===== src/rtl/core/lscst_pkg.sv =====
// Shared types and constants for the load short-circuit sweep test block.
`default_nettype none
package lscst_pkg;

  localparam int RAW_W   = 12;
  localparam int SCALE_W = 16;
  localparam int LVL_W   = 20;
  localparam int ACC_W   = 32;
  localparam int CNT_W   = 4;
  localparam int STEP_W  = 7;
  localparam int SUM_W   = 40;
  localparam int DIV_W   = 60;
  localparam int DCNT_W  = $clog2(DIV_W);
  localparam int CAUSE_W = 2;

  // Trip causes.
  localparam logic [CAUSE_W-1:0] CAUSE_NONE = 2'd0;
  localparam logic [CAUSE_W-1:0] CAUSE_PEAK = 2'd1;
  localparam logic [CAUSE_W-1:0] CAUSE_AVG  = 2'd2;
  localparam logic [CAUSE_W-1:0] CAUSE_KNEE = 2'd3;

  // Register indexes.
  localparam logic [2:0] REG_VOLT_SCALE = 3'd0;
  localparam logic [2:0] REG_CURR_SCALE = 3'd1;
  localparam logic [2:0] REG_VOC        = 3'd2;
  localparam logic [2:0] REG_ABORT      = 3'd3;
  localparam logic [2:0] REG_TRIP       = 3'd4;

  typedef struct packed {
    logic       load;
    logic       sample;
    logic       mul;
    logic       div_start;
    logic       ex_wb;
    logic       i8_wb;
    logic       ema_first;
    logic       ema_wb;
    logic       upd;
    logic       knee;
    logic       fin;
  } lscst_cmd_t;

  typedef struct packed {
    logic need_step;
    logic div_done;
    logic step_zero;
    logic out_free;
  } lscst_sts_t;

endpackage
`default_nettype wire


===== src/rtl/core/lscst_ctrl.sv =====
// Controller: sequences one input transfer through the datapath.
`default_nettype none
module lscst_ctrl
  import lscst_pkg::*;
(
  input  wire logic       clk,
  input  wire logic       rst,
  input  wire logic       in_valid,
  output logic            in_ready,
  input  wire lscst_sts_t sts,
  output lscst_cmd_t      cmd
);

  localparam logic [3:0] ST_IDLE     = 4'd0;
  localparam logic [3:0] ST_SAMPLE   = 4'd1;
  localparam logic [3:0] ST_MUL      = 4'd2;
  localparam logic [3:0] ST_EX_GO    = 4'd3;
  localparam logic [3:0] ST_EX_WAIT  = 4'd4;
  localparam logic [3:0] ST_I8_GO    = 4'd5;
  localparam logic [3:0] ST_EMA_GO   = 4'd6;
  localparam logic [3:0] ST_UPD      = 4'd7;
  localparam logic [3:0] ST_KNEE     = 4'd8;
  localparam logic [3:0] ST_FIN      = 4'd9;

  logic [3:0] state, state_next;

  assign in_ready = (state == ST_IDLE) && sts.out_free;

  always_comb begin
    cmd        = '0;
    cmd.load   = in_valid && in_ready;
    state_next = state;
    unique case (state)
      ST_IDLE: begin
        if (in_valid && in_ready) begin
          state_next = ST_SAMPLE;
        end
      end
      ST_SAMPLE: begin
        cmd.sample = 1'b1;
        state_next = sts.need_step ? ST_MUL : ST_IDLE;
      end
      ST_MUL: begin
        cmd.mul    = 1'b1;
        state_next = ST_EX_GO;
      end
      ST_EX_GO: begin
        cmd.div_start = 1'b1;
        state_next    = ST_EX_WAIT;
      end
      ST_EX_WAIT: begin
        if (sts.div_done) begin
          cmd.ex_wb  = 1'b1;
          state_next = ST_I8_GO;
        end
      end
      ST_I8_GO: begin
        cmd.i8_wb  = 1'b1;
        state_next = ST_EMA_GO;
      end
      ST_EMA_GO: begin
        if (sts.step_zero) begin
          cmd.ema_first = 1'b1;
        end else begin
          cmd.ema_wb = 1'b1;
        end
        state_next = ST_UPD;
      end
      ST_UPD: begin
        cmd.upd    = 1'b1;
        state_next = ST_KNEE;
      end
      ST_KNEE: begin
        cmd.knee   = 1'b1;
        state_next = ST_FIN;
      end
      ST_FIN: begin
        cmd.fin    = 1'b1;
        state_next = ST_IDLE;
      end
      default: begin
        state_next = ST_IDLE;
      end
    endcase
  end

  always_ff @(posedge clk) begin
    if (rst) begin
      state <= ST_IDLE;
    end else begin
      state <= state_next;
    end
  end

endmodule
`default_nettype wire


===== config.mk =====
export PLATFORM = sky130hd
export DESIGN_NAME = lscst_ctrl
export DESIGN_NICKNAME = d
export VERILOG_FILES = /design/src/rtl/core/lscst_pkg.sv /design/src/rtl/core/lscst_ctrl.sv
export SDC_FILE = /design/constraint.sdc
export NUM_CORES = 1
export LEC_CHECK = 0
export BUFFER_PORTS_ARGS = -buffer_cell sky130_fd_sc_hd__buf_2
export CORE_AREA = 8 8 45 47
export DETAILED_ROUTE_END_ITERATION = 12
export DIE_AREA = 0 0 53 55
export PLACE_DENSITY_LB_ADDON = 0.15
export SETUP_SLACK_MARGIN = 0.2
export SLEW_MARGIN = 20
export SYNTH_ARGS = -nofsm -noshare
export SYNTH_HDL_FRONTEND = slang
export SYNTH_SLANG_ARGS = --single-unit

===== constraint.sdc =====
create_clock -name clk -period 3.85 [get_ports clk]
set_clock_uncertainty 0.2 [all_clocks]
set_input_delay 0.9625 -clock clk [delete_from_list [all_inputs] [get_ports clk]]
set_output_delay 0.9625 -clock clk [all_outputs]
set_load 0.005 [all_outputs]

==> results.sh <==
export IMPL_drt_antenna_violating_nets=0
export IMPL_outcome="finished clean"
export IMPL_top_register="state"
export IMPL_grt_pass1_vias=344
export IMPL_slew_headroom_pct=71.9
export IMPL_grt_ovfl_total=0
export IMPL_port_buffers=18
export IMPL_antenna_found_initial=0
export IMPL_synth_seq_cells=4
export IMPL_clk_pin_slew_ns=0.04
export IMPL_numClockSinks=4
export IMPL_ios=19
export IMPL_design_area_um2=400
export IMPL_drcViolationCount=0
export IMPL_syn_area_um2=278
export IMPL_post_route_util_pct=28.9
export IMPL_fp_row_count=14
export IMPL_cp_end_kind="primary output"
export IMPL_reg_top3="state (4)"
export IMPL_clk_latency_ns=0.23
export IMPL_grt_pass1_wl_mm=1.49
export IMPL_required_ns=2.69
export IMPL_holdWs_ns=0.341
export IMPL_dr_total_vias=330
export IMPL_firstDrtPassIters=2
export IMPL_initial_utilization_pct=20.1
export IMPL_total_power_uw=111
export IMPL_die_area_um2=2920
export IMPL_arrival_ns=1.38
export IMPL_grt_max_degree=12
export IMPL_track_usage_pct=7.05
export IMPL_hold_viol=0
export IMPL_post_drt_wl_per_cell_um=11.6
export IMPL_ys_types=19
export IMPL_fin_setup_tns_ns=0
export IMPL_cp_max_fo=2
export IMPL_cts_hold_buf=0
export IMPL_fmax_mhz=394
export IMPL_die_x_um=53
export IMPL_yosysWarnings=0
export IMPL_period_minus_slack_ns=2.54
export IMPL_syn_num_nets=44
export IMPL_synthCells=37
export IMPL_ir_drop_uv=138
export IMPL_finalMaxSlewViolations=0
export IMPL_largest_reg_flops=4
export IMPL_finalSetupViolations=0
export IMPL_syn_avg_cell_area_um2=7.51
export IMPL_die_y_um=55
export IMPL_core_um2=1380
export IMPL_hpwlAfterDp_um=664
export IMPL_leakage_uw=0.000212
export IMPL_root_buffer="clkbuf_4"
export IMPL_drive_gt1_share_pct=41.1
export IMPL_wirelength_um=837
export IMPL_cts_tree="yes"
export IMPL_power_density_nw_per_um2=277
export IMPL_post_cts_resized=0
export IMPL_routabilityCongestion=0.667
export IMPL_cts_setup_buffers=0
export IMPL_viasPerCell=4.58
export IMPL_cts_made_buffers=3
export IMPL_area_growth_pct=44.1
export IMPL_antenna_cells=0
export IMPL_rsz0062_at_grt="false"
export IMPL_nets=65
export IMPL_ys_seq_area_share_pct=28.8
export IMPL_dpl_instance_area_um2=378
export IMPL_cap_viol_max_count=0
export IMPL_clockBufferDepth=2
export IMPL_min_path_type="reg -> reg"
export IMPL_htreeDepth=1
export IMPL_cp_start_kind="input pin"
export IMPL_crit_type="in -> out"
export IMPL_period_share_pct=66.0
export IMPL_worstMarginPinSlew_ns=0.411
export IMPL_dr_first_iter_drc_count=7
-- per-layer routing --
metal	GRT usage, %	part of all wire, %	vias up
met1	7.74	51	142
met2	9.96	38	13
li1	-	-	173
met4	3.88	2.3	0
met5	0	0	-
met3	4.81	8.1	2
-- worst max-delay path, stage by stage --
cell and delay, ns:
buf_2 0.09, inv_1 0.03, nor3_1 0.16, buf_2 0.14
-- cell type report --
| type | count | area (um2) |
|---|---|---|
| Timing Repair Buffer | 18 | 90.1 |
| Tap cell | 16 | 20.0 |
| Multi-Input combinational cell | 29 | 180 |
| Clock buffer | 3 | 22.5 |
| Fill cell | 159 | 983 |
| Sequential cell | 4 | 80.1 |
| Inverter | 2 | 7.51 |
-- through the flow --
stage,std cells,setup slack [ns]
finish,72,1.31
global route,72,1.25
CTS,72,1.30
detailed placement,69,1.30
global placement,69,1.32
floorplan,37,1.50
-- report_power, final --
group,switching (uW),internal [uW],total [uW]
Combinational,7.05,8.38,15.4
Clock,15.6,34.8,50.4
Sequential,2.21,43.0,45.2
-- path summary, 6_finish.rpt --
check | slack, ns | cells past startpoint | endpoint | start
setup / recovery | 1.31 | 4 | cmd[4] | sts[1]
hold reg to reg | 0.34 | 1 | state[0]$_SDFFE_PP0P_ | state[0]$_SDFFE_PP0P_
hold / removal | 0.34 | 1 | state[0]$_SDFFE_PP0P_ | state[0]$_SDFFE_PP0P_
setup reg to reg | 2.43 | 3 | state[0]$_SDFFE_PP0P_ | state[3]$_SDFFE_PP0P_
-- cells by family (layout without fill, tap and decap cells) --
kind of cell	count (synthesis)	count (layout)	synth area share [%]
AOI/OAI and AO/OA	6	6	17.1
xor gates and xnor gates	1	1	3.15
and+or+nand+nor	22	22	44.6
buffers and inverters	4	23	6.31
DFF	4	4	28.8
-- cells in the mapped netlist --
library cell | instances | area share (%)
nand2b_1 | 4 | 9.0
o21bai_1 | 1 | 2.7
nand2_1 | 1 | 1.4
nor2b_2 | 1 | 3.2
o21ai_0 | 1 | 1.8
nor2_2 | 1 | 2.3
a31o_1 | 1 | 3.2
nor4b_1 | 1 | 3.2
dfxtp_1 | 4 | 29
nor3_1 | 7 | 13
a2111oi_0 | 1 | 3.2
nor2_1 | 4 | 5.4
and4_1 | 1 | 3.2
inv_1 | 2 | 2.7
and3_1 | 2 | 4.5
a211oi_1 | 1 | 2.7
xor2_1 | 1 | 3.2
o21ba_1 | 1 | 3.6
buf_2 | 2 | 3.6
-- cells in the final DEF, fill, tap and decap left out, types with 2 or more instances in the layout --
cell type / count
nor3_1: 7
dfxtp_1: 4
nor2_1: 4
clkbuf_4: 3
inv_1: 2
buf_2: 18
and3_1: 2
nand2b_1: 4
Power figures use the tool's default switching activity.
